## src/rtl/core/dmxd_pkg.sv

```systemverilog
package dmxd_pkg;

  // Run modes as seen on the run_mode output
  typedef enum logic [1:0] {
    MODE_DIMMER = 2'd0,
    MODE_SKIP   = 2'd1,
    MODE_GRAD   = 2'd2,
    MODE_STROBE = 2'd3
  } mode_t;

  // What the back end has to do with one queued item
  typedef enum logic [1:0] {
    CMD_NOP    = 2'd0,
    CMD_TICK   = 2'd1,
    CMD_EFFECT = 2'd2,
    CMD_DIMMER = 2'd3
  } cmd_kind_t;

  localparam int MAX_CHANNELS = 6;
  localparam int QUEUE_DEPTH  = 2;
  localparam int TIMER_W      = 11;
  localparam int SPEED_W      = 4;

  localparam logic [7:0] START_CODE_DIMMER = 8'h00;
  localparam logic [7:0] GRAD_THRESHOLD    = 8'd127;
  localparam logic [11:0] STROBE_BASE      = 12'd2000;
  localparam logic [11:0] STROBE_STEP      = 12'd200;
  localparam logic [TIMER_W-1:0] EFFECT_BASE = 11'd10;

  localparam int NUM_THRESH = 9;
  localparam logic [NUM_THRESH-1:0][7:0] SPEED_THRESH = {
    8'd230, 8'd205, 8'd180, 8'd155, 8'd130, 8'd105, 8'd80, 8'd55, 8'd20
  };

  typedef logic [MAX_CHANNELS-1:0][7:0] chan_vec_t;

  // One classified item in the queue
  typedef struct packed {
    cmd_kind_t           kind;
    mode_t               mode;
    logic [SPEED_W-1:0]  speed;
    chan_vec_t           chan;
  } cmd_t;

  // Raw speed byte to level 0..9: highest threshold exceeded
  function automatic logic [SPEED_W-1:0] map_speed(input logic [7:0] raw);
    logic [SPEED_W-1:0] level;
    level = '0;
    for (int k = 0; k < NUM_THRESH; k++) begin
      if (raw > SPEED_THRESH[k]) begin
        level = SPEED_W'(k + 1);
      end
    end
    return level;
  endfunction

  // Timer reload for the active effect mode
  function automatic logic [TIMER_W-1:0] reload_value(input mode_t mode,
                                                      input logic [SPEED_W-1:0] spd);
    logic [11:0] strobe;
    strobe = STROBE_BASE - 12'(spd) * STROBE_STEP;
    if (mode == MODE_STROBE) begin
      return strobe[TIMER_W-1:0];
    end
    return EFFECT_BASE - TIMER_W'(spd);
  endfunction

endpackage

```

## src/rtl/core/dmxd_front.sv

```systemverilog
module dmxd_front #(
  parameter int NUM_CHANNELS = 6
) (
  input  logic              req_type,
  input  logic [7:0]        start_code,
  input  logic [7:0]        dimmer_level,
  input  logic [7:0]        strobe_level,
  input  logic [7:0]        speed_level,
  input  logic [7:0]        effect_level,
  input  dmxd_pkg::chan_vec_t color,
  output dmxd_pkg::cmd_t    cmd
);
  import dmxd_pkg::*;

  logic [15:0] prod [MAX_CHANNELS];

  // Dimmer scaling, one 8x8 product per channel; unused channels read zero
  always_comb begin
    for (int i = 0; i < MAX_CHANNELS; i++) begin
      prod[i] = 16'(dimmer_level) * 16'(color[i]);
    end
  end

  // Classify the item
  always_comb begin
    cmd.kind  = CMD_NOP;
    cmd.mode  = MODE_DIMMER;
    cmd.speed = map_speed(speed_level);
    cmd.chan  = '0;
    if (req_type) begin
      cmd.kind = CMD_TICK;
    end else if (start_code == START_CODE_DIMMER) begin
      if (effect_level != 8'd0) begin
        cmd.kind = CMD_EFFECT;
        cmd.mode = (effect_level >= GRAD_THRESHOLD) ? MODE_GRAD : MODE_SKIP;
      end else if (strobe_level != 8'd0) begin
        cmd.kind = CMD_EFFECT;
        cmd.mode = MODE_STROBE;
      end else begin
        cmd.kind = CMD_DIMMER;
        for (int i = 0; i < MAX_CHANNELS; i++) begin
          if (i < NUM_CHANNELS) begin
            cmd.chan[i] = prod[i][15:8];
          end
        end
      end
    end
  end

endmodule

```

## src/rtl/core/dmxd_queue.sv

```systemverilog
module dmxd_queue (
  input  logic           clk,
  input  logic           rst,
  input  logic           push,
  input  dmxd_pkg::cmd_t push_data,
  output logic           full,
  input  logic           pop,
  output logic           not_empty,
  output dmxd_pkg::cmd_t pop_data
);
  import dmxd_pkg::*;

  localparam int PTR_W = (QUEUE_DEPTH > 1) ? $clog2(QUEUE_DEPTH) : 1;
  localparam int CNT_W = $clog2(QUEUE_DEPTH + 1);

  cmd_t             mem [QUEUE_DEPTH];
  logic [PTR_W-1:0] wr_ptr;
  logic [PTR_W-1:0] rd_ptr;
  logic [CNT_W-1:0] count;
  logic             do_push;
  logic             do_pop;

  assign full      = (count == CNT_W'(QUEUE_DEPTH));
  assign not_empty = (count != '0);
  assign do_push   = push && !full;
  assign do_pop    = pop && not_empty;
  assign pop_data  = mem[rd_ptr];

  // Storage
  always_ff @(posedge clk) begin
    if (do_push) begin
      mem[wr_ptr] <= push_data;
    end
  end

  // Pointers and fill count
  always_ff @(posedge clk) begin
    if (rst) begin
      wr_ptr <= '0;
      rd_ptr <= '0;
      count  <= '0;
    end else begin
      if (do_push) begin
        wr_ptr <= (wr_ptr == PTR_W'(QUEUE_DEPTH - 1)) ? '0 : wr_ptr + 1'b1;
      end
      if (do_pop) begin
        rd_ptr <= (rd_ptr == PTR_W'(QUEUE_DEPTH - 1)) ? '0 : rd_ptr + 1'b1;
      end
      if (do_push && !do_pop) begin
        count <= count + 1'b1;
      end else if (do_pop && !do_push) begin
        count <= count - 1'b1;
      end
    end
  end

endmodule

```

## src/rtl/core/dmxd_back.sv

```systemverilog
module dmxd_back (
  input  logic                clk,
  input  logic                rst,
  input  logic                cmd_valid,
  input  dmxd_pkg::cmd_t      cmd,
  output logic                cmd_pop,
  output logic                res_valid,
  input  logic                res_ready,
  output dmxd_pkg::mode_t     run_mode,
  output logic [3:0]          speed_step,
  output logic                channels_valid,
  output logic                effect_step,
  output dmxd_pkg::chan_vec_t chan_out
);
  import dmxd_pkg::*;

  mode_t              mode;
  mode_t              mode_next;
  logic [SPEED_W-1:0] speed;
  logic [SPEED_W-1:0] speed_next;
  logic [TIMER_W-1:0] timer;
  logic [TIMER_W-1:0] timer_next;
  logic               valid_next;
  logic               step_next;
  chan_vec_t          chan_next;

  assign cmd_pop = cmd_valid && (!res_valid || res_ready);

  // Apply one item to the mode, speed and timer state
  always_comb begin
    mode_next  = mode;
    speed_next = speed;
    timer_next = timer;
    valid_next = 1'b0;
    chan_next  = '0;
    case (cmd.kind)
      CMD_TICK: begin
        if (timer != '0) begin
          timer_next = timer - 1'b1;
        end
      end
      CMD_EFFECT: begin
        mode_next  = cmd.mode;
        speed_next = cmd.speed;
      end
      CMD_DIMMER: begin
        mode_next  = MODE_DIMMER;
        valid_next = 1'b1;
        chan_next  = cmd.chan;
      end
      default: begin
      end
    endcase
    step_next = (mode_next != MODE_DIMMER) && (timer_next == '0);
    if (step_next) begin
      timer_next = reload_value(mode_next, speed_next);
    end
  end

  // State and result register
  always_ff @(posedge clk) begin
    if (rst) begin
      mode      <= MODE_DIMMER;
      speed     <= '0;
      timer     <= '0;
      res_valid <= 1'b0;
    end else begin
      if (cmd_pop) begin
        mode      <= mode_next;
        speed     <= speed_next;
        timer     <= timer_next;
        res_valid <= 1'b1;
      end else if (res_ready) begin
        res_valid <= 1'b0;
      end
    end
  end

  always_ff @(posedge clk) begin
    if (cmd_pop) begin
      run_mode       <= mode_next;
      speed_step     <= speed_next;
      channels_valid <= valid_next;
      effect_step    <= step_next;
      chan_out       <= chan_next;
    end
  end

  // Checks
  a_pop_gives_result: assert property (@(posedge clk) disable iff (rst)
    cmd_pop |=> res_valid)
    else $error("popped item produced no result");

  a_step_not_dimmer: assert property (@(posedge clk) disable iff (rst)
    res_valid && effect_step |-> run_mode != MODE_DIMMER)
    else $error("effect step in dimmer mode");

  a_chan_dimmer: assert property (@(posedge clk) disable iff (rst)
    res_valid && channels_valid |-> run_mode == MODE_DIMMER && !effect_step)
    else $error("channel update outside dimmer mode");

  a_timer_range: assert property (@(posedge clk) disable iff (rst)
    timer <= TIMER_W'(STROBE_BASE))
    else $error("effect timer out of range");

endmodule

```

## src/rtl/core/dmx_frame_mode_decoder.sv

```systemverilog
// DMX frame mode decoder. Each item is a received DMX frame (req_type 0) or a
// millisecond tick (req_type 1); every accepted item yields exactly one result.
// A front stage classifies the item and scales the colours, a two-entry queue
// holds classified items, and a back stage updates mode, speed and the effect
// timer and registers the result. One item is accepted per clock while results
// are taken. An accepted item is written into the queue, and the back stage pops
// it and registers its result when no earlier result is waiting or that result
// is being taken. While a result waits, the queue fills both of its entries;
// after that req_ready drops until the result is taken.
module dmx_frame_mode_decoder #(
  parameter int NUM_CHANNELS = 6
) (
  input  logic       clk,
  input  logic       rst,
  input  logic       req_valid,
  output logic       req_ready,
  input  logic       req_type,
  input  logic [7:0] start_code,
  input  logic [7:0] dimmer_level,
  input  logic [7:0] strobe_level,
  input  logic [7:0] speed_level,
  input  logic [7:0] effect_level,
  input  logic [7:0] color_1,
  input  logic [7:0] color_2,
  input  logic [7:0] color_3,
  input  logic [7:0] color_4,
  input  logic [7:0] color_5,
  input  logic [7:0] color_6,
  output logic       res_valid,
  input  logic       res_ready,
  output logic [1:0] run_mode,
  output logic [3:0] speed_step,
  output logic       channels_valid,
  output logic       effect_step,
  output logic [7:0] out_1,
  output logic [7:0] out_2,
  output logic [7:0] out_3,
  output logic [7:0] out_4,
  output logic [7:0] out_5,
  output logic [7:0] out_6
);
  import dmxd_pkg::*;

  chan_vec_t color;
  chan_vec_t chan_out;
  cmd_t      front_cmd;
  cmd_t      queue_cmd;
  logic      queue_full;
  logic      queue_valid;
  logic      queue_pop;
  mode_t     mode_out;

  assign color = {color_6, color_5, color_4, color_3, color_2, color_1};
  assign req_ready = !queue_full;

  dmxd_front #(
    .NUM_CHANNELS(NUM_CHANNELS)
  ) u_front (
    .req_type    (req_type),
    .start_code  (start_code),
    .dimmer_level(dimmer_level),
    .strobe_level(strobe_level),
    .speed_level (speed_level),
    .effect_level(effect_level),
    .color       (color),
    .cmd         (front_cmd)
  );

  dmxd_queue u_queue (
    .clk      (clk),
    .rst      (rst),
    .push     (req_valid),
    .push_data(front_cmd),
    .full     (queue_full),
    .pop      (queue_pop),
    .not_empty(queue_valid),
    .pop_data (queue_cmd)
  );

  dmxd_back u_back (
    .clk           (clk),
    .rst           (rst),
    .cmd_valid     (queue_valid),
    .cmd           (queue_cmd),
    .cmd_pop       (queue_pop),
    .res_valid     (res_valid),
    .res_ready     (res_ready),
    .run_mode      (mode_out),
    .speed_step    (speed_step),
    .channels_valid(channels_valid),
    .effect_step   (effect_step),
    .chan_out      (chan_out)
  );

  assign run_mode = mode_out;
  assign out_1 = chan_out[0];
  assign out_2 = chan_out[1];
  assign out_3 = chan_out[2];
  assign out_4 = chan_out[3];
  assign out_5 = chan_out[4];
  assign out_6 = chan_out[5];

endmodule
```

## config.mk

```make
export PLATFORM = sky130hd
export DESIGN_NAME = dmx_frame_mode_decoder
export DESIGN_NICKNAME = d
export VERILOG_FILES = /design/src/rtl/core/dmxd_pkg.sv /design/src/rtl/core/dmxd_front.sv /design/src/rtl/core/dmxd_queue.sv /design/src/rtl/core/dmxd_back.sv /design/src/rtl/core/dmx_frame_mode_decoder.sv
export SDC_FILE = /design/constraint.sdc
export NUM_CORES = 1
export LEC_CHECK = 0
export BUFFER_PORTS_ARGS = -buffer_cell sky130_fd_sc_hd__buf_4
export CAP_MARGIN = 30
export CORE_AREA = 4 4 233 178
export CTS_CLUSTER_DIAMETER = 150
export DETAILED_ROUTE_END_ITERATION = 10
export DIE_AREA = 0 0 237 182
export GPL_ROUTABILITY_DRIVEN = 1
export GPL_TIMING_DRIVEN = 0
export PLACE_DENSITY_LB_ADDON = 0.1
export SKIP_CTS_REPAIR_TIMING = 1
export SLEW_MARGIN = 20
export SYNTH_ARGS = -nofsm -noshare
export SYNTH_HDL_FRONTEND = slang
export SYNTH_SLANG_ARGS = --single-unit
```

## constraint.sdc

```tcl
create_clock -name clk -period 9.8 [get_ports clk]
set_input_delay 0 -clock clk [delete_from_list [all_inputs] [get_ports clk]]
set_output_delay 0 -clock clk [all_outputs]
set_load 0.01 [all_outputs]
```

Word-level counts from Yosys, hierarchy flattened
Memory sizes are Yosys's and may differ from the RTL's. A register that Yosys moved wholly into a read port is not among the register bits. Cells that the tools add are included.

Register bits: 78. Bits in writable memories: 112. Output and inout bits: 58. Logic and storage cells: 107. Memories kept: 1.

Memory list: u_queue.mem (depth 2, width 56, read ports 1, clocked after Yosys merged registers in 1, write ports 1, RTL line dmxd_queue.sv:16) `cmd_t mem [QUEUE_DEPTH];`.

Add/subtract/negate cells: 7. Multiply operators: 7. Order comparisons: 10. Equal/unequal tests: 5. Muxes and demuxes: 40. Reductions and logical operators: 20.

Operators by type and width (number): 48-bit 2-to-1 mux (4); 8-bit by 8-bit multiplier with 16-bit output (6); 11-bit 2-to-1 mux (5); 8-bit > comparator, second input constant (5); 4-bit 2-to-1 mux (5); 8-bit by 7-bit > comparator with 1-bit output, second input constant (2); 2-bit 2-to-1 mux (8); 8-bit nonzero test (2); 1-bit 2-to-1 mux (13); 3-bit 2-to-1 mux (4); 11-bit zero test (1); 11-bit nonzero test (1); 11-bit by 1-bit subtractor with 11-bit output, second input constant (1); 11-bit subtractor, first input constant (1); 2-bit == test, second input constant (4); 8-bit by 7-bit greater-or-equal comparator with 1-bit output, second input constant (1); 8-bit by 5-bit > comparator with 1-bit output, second input constant (1); 8-bit by 6-bit > comparator with 1-bit output, second input constant (1); 8-bit zero test (1); 4-bit by 5-bit multiplier with 8-bit output, second input constant (1); 2-bit nonzero test (4); 1-bit logical AND (6); 4-bit by 4-bit subtractor with 5-bit output, first input constant (1); 1-bit zero test (4); other kinds (6) (7).

Longest topological paths before layout
Depth in word-level cells: 10. Mapped depth: 19. Gate-level depth less buffers: 17.

Modules after synthesis
From an unflattened synthesis, not the netlist that was laid out.

Cell total of the unflattened synthesis: 1927. Area total of the unflattened synthesis: 19969.2 um^2.

By module, submodules not included: dmxd_front (instances 1, cells each 1403, area each 12012.8 um^2, sequential area each 0.0 um^2); dmxd_queue (instances 1, cells each 199, area each 4254.1 um^2, sequential area each 3463.3 um^2); dmxd_back (instances 1, cells each 324, area each 3698.5 um^2, sequential area each 2042.0 um^2); dmx_frame_mode_decoder (instances 1, cells each 1, area each 3.8 um^2, sequential area each 0.0 um^2).

Worst setup path before layout
Ideal clock, no wire load.

Path type: input port to flip-flop. From: input port dimmer_level[1]. To: memory u_queue.mem[0][15] in the netlist's numbering, data pin. Arrival time: 4547 ps. Data required time: 9530 ps. Slack: 4983 ps. Cell stages on the path: 18. Buffers on the path: 2. Cells stage by stage: clkbuf_1 -> clkbuf_1 -> nand2_1 -> fa_1 -> fa_1 -> inv_1 -> fa_1 -> inv_1 -> fa_1 -> inv_1 -> ha_1 -> a2111oi_0 -> o21ai_0 -> a41oi_1 -> nor3_1 -> a2111oi_0 -> xnor2_1 -> nor2_1.

RTL lines: start, declared (RTL line dmx_frame_mode_decoder.sv:19) `input logic [7:0] dimmer_level,`; end, declared (RTL line dmxd_queue.sv:16).

==> parameters.txt <==
Parameter                              Value

CTS
  H-tree depth ... 4
  Maximum number of buffers from clock root to sink ... 2
  TritonCTS clock tree ... done
  Clock Pin Slew Worst Setup and Hold Paths ... 0.07 ns
  Number of buffers added by the clock tree synthesis step ... 17
  Clock tree root buffer cell ... clkbuf_16
  CTS sink cnt ... 191
  Clock network latency to the later pin of the worst-skew pair ... 0.45 ns

Final layout
  Final net count ... 2580
  Area growth, synth to finish ... 12.8%
  Storage element area ... 5510 µm²
  Core occupancy in the finished layout ... 0.558
  Number of inserted filler cells in the final layout ... 3479
  Share of final-layout standard cells stronger than drive strength 1 ... 0.0947
  Multi-input combinational cell area ... 12600 µm²

Setup path
  Critical path data required time ... 9.96 ns
  Crit path arrival time ... 6.31 ns
  Minimum setup slack among reg-to-reg paths ... 5.89 ns
  Highest net fanout along the worst path ... 10
  Type of the setup path with the least slack ... in -> reg
  Endpoint kind of the worst setup timing path ... flip-flop
  End of the worst register-to-register path ... u_back.timer[10]$_SDFFE_PP0P_
  Crit path launch type ... input port
  Last element of the critical path ... u_queue.mem[0][15]$_DFFE_PP_
  FF-to-FF path depth ... 14
  Launch point of the worst path ... dimmer_level[0]

Power
  Power density of the placed cells ... 211 nW/µm²
  Cell leakage power ... 9.91 nW
  IR Drop Worst-Case VDD ... 150 µV

Synth
  Simple-gate area share of the yosys netlist ... 0.189
  Area contributors post-synth ... edfxtp_1 (26%), fa_1 (22%), ha_1 (13%)
  Number of synthesized flops with an enable pin ... 168
  Top-area cell type share of the netlist area ... 0.260
  Proportion of register bits with asynchronous set or reset after synthesis ... 0
  Cell with the most instances after synthesis ... and2_1
  Synth unique cells ... 65
  Post-synthesis share of cell area spent on full adders, half adders and majority gates ... 0.353
  Gate Count Post-Synth ... 1897
  Average footprint of a synthesized cell ... 10.2 µm²
  Xor/xnor share of the synthesized area ... 0.0276
  Top cell type by total area after synthesis ... edfxtp_1
  Synthesized netlist net count ... 2410
  Top FF cell, synth ... edfxtp_1
  Largest family of logic cells by synthesized area ... adder cells
  Proportion of synthesized area in mux cells ... 0.0263
  Synth cell count leaders ... and2_1 (289), inv_1 (277), fa_1 (211)
  Register area share after synthesis ... 0.284
  Complex-gate fraction of the synthesized area ... 0.0537
  Number of warnings issued by yosys ... 0
  Synth Register Bits ... 191
  Post-synthesis instance area ... 19400 µm²

Route
  Via Count ... 13.8k
  Remaining antenna violation count after routing ... 0
  Total Routed Length ... 47800 µm
  Routed length per instance ... 18.4 µm
  Detailed Route Iter0 Violations ... 802
  Mean number of vias per cell ... 5.32
  DRC violation count after routing ... 0
  Detailed-router iteration count before antenna repair ... 5

STA
  Crit path setup slack, layout ... 3.65 ns
  Sum of negative setup slack ... 0 ns
  Slew HR ... 0.416
  Final slew viol count ... 0
  Final count of negative-setup-slack endpoints ... 0
  Clock Skews ... 0.0171 ns
  Final worst hold slack ... -0.0119 ns
  RSZ-0062 raised after global routing ... no
  Least-Margin Pin Slew ... 0.867 ns
  Final hold vios ... 3
  Maximum clock frequency ... 163 MHz
  Final clock period utilization by the worst path ... 0.628
  Shortest clock period the worst path allows after layout ... 6.15 ns

Die
  Boundary pin count ... 151
  Floorplan die area ... 43100 µm²
  Starting density of the core ... 0.495
  Die extent in x ... 237 µm
  Core footprint ... 39200 µm²
  Die Ht ... 182 µm
  Number of core rows ... 63

GRT
  Antenna violations before repair ... 0
  Number of global-route vias before repair ... 14.3k
  Overflow left after global routing ... 0
  Global Route Usage Sum ... 0.226
  First-pass GRT wire length ... 77800 µm
  Largest net degree at the start of global routing ... 45

Hold path
  Path type of the worst min-delay path ... in -> reg

Run status
  Outcome ... complete, but fails checks
  Failing checks ... negative hold slack

Placed design
  RD Place Congestion ... 0.910
  Worst slack at placement ... 3.26 ns
  Dpl hpwl ... 37800 µm
  Buffers added on ports ... 144

Flow run
  Maxcap violations ... 0
-- metrics by stage --
stage                     power, mW  cells  cell area, µm²
after detailed placement       3.90   2565           21200
final                          4.61   2601           21900
after global routing           5.03   2600           21900
after floorplan                3.10   1897           19400
after global placement         3.84   2561           21100
after CTS                      4.63   2597           21800
-- critical path, stage by stage --
cell and delay [ns]:
buf_4 0.17, clkbuf_1 0.60, clkbuf_1 0.68, nand2_1 0.17
fa_1 0.56, fa_1 0.54, inv_1 0.06, fa_1 0.54
inv_1 0.06, fa_1 0.54, inv_1 0.04, ha_1 0.20
a2111oi_0 0.30, o21ai_0 0.34, a41oi_1 0.45, nor3_1 0.12
a2111oi_0 0.54, xnor2_1 0.29, nor2_1 0.10
-- cell usage in the layout, fill, tap and decap left out, drive strengths merged, types with 33 or more instances in the layout --
cell type    n
and2       289
inv        285
fa         211
ha         209
edfxtp     168
buf        156
nor2       139
nand2      110
clkbuf      74
mux2i       51
xor2        40
a21oi       39
o21ai       33
-- report_power, final --
group | internal, mW | total (mW) | leakage, nW | switching [mW]
Sequential | 1.15 | 1.23 | 1.82 | 0.0846
Clock | 0.349 | 0.707 | 0.289 | 0.358
Combinational | 1.10 | 2.67 | 7.80 | 1.58
Total | 2.59 | 4.61 | 9.91 | 2.02
-- cell families (layout without fill, tap and decap cells) --
kind of cell | Yosys count | after routing
other cells | 0 | 1
fa+ha+maj | 420 | 420
mux | 51 | 51
flops | 191 | 191
xor+xnor | 61 | 61
compound gates | 156 | 156
simple gates | 676 | 676
buf+inv | 342 | 525
-- how the worst min path moves through the flow --
stage                              endpoint  slack [ns]  cells after the start      startpoint
2_1_floorplan  u_back.timer[1]$_SDFFE_PP0P_        0.07                      1             rst
3_3_place_gp   u_back.timer[1]$_SDFFE_PP0P_        0.24                      2             rst
3_5_place_dp   u_back.timer[1]$_SDFFE_PP0P_        0.24                      2             rst
4_1_cts        u_back.timer[1]$_SDFFE_PP0P_       -0.25                      2             rst
5_1_grt        u_queue.mem[1][48]$_DFFE_PP_       0.002                      3  speed_level[7]
6_report       u_queue.mem[1][48]$_DFFE_PP_       -0.01                      3  speed_level[7]
-- layer usage --
layer	global-route usage	share of wire	wire (µm)
met4	0.0406	0.012	574
met3	0.0390	0.056	2690
met1	0.336	0.48	23100
met2	0.355	0.45	21400
met5	0	0	0
-- registers in the layout, summed over array words and instances (netlist names), named ones only --
register               count
u_queue.mem              112
u_back.chan_out           48
u_back.timer              11
u_back.speed               4
u_back.speed_step          4
u_back.mode                2
u_back.run_mode            2
u_queue.count              2
u_back.channels_valid      1
u_back.effect_step         1
u_back.res_valid           1
u_queue.rd_ptr             1
u_queue.wr_ptr             1
-- area by class of cell --
type / count / share of cell area
Antenna cell: 1 / 0.000114
Inverter: 277 / 0.0475
Tap cell: 520 / 0.0297
Timing Repair Buffer: 151 / 0.0551
Clock buffer: 17 / 0.0194
Multi-Input combinational cell: 1364 / 0.576
Buffer: 65 / 0.0116
Clock inverter: 15 / 0.00841
Sequential cell: 191 / 0.252
No activity file was read; power rests on OpenSTA's default activity.
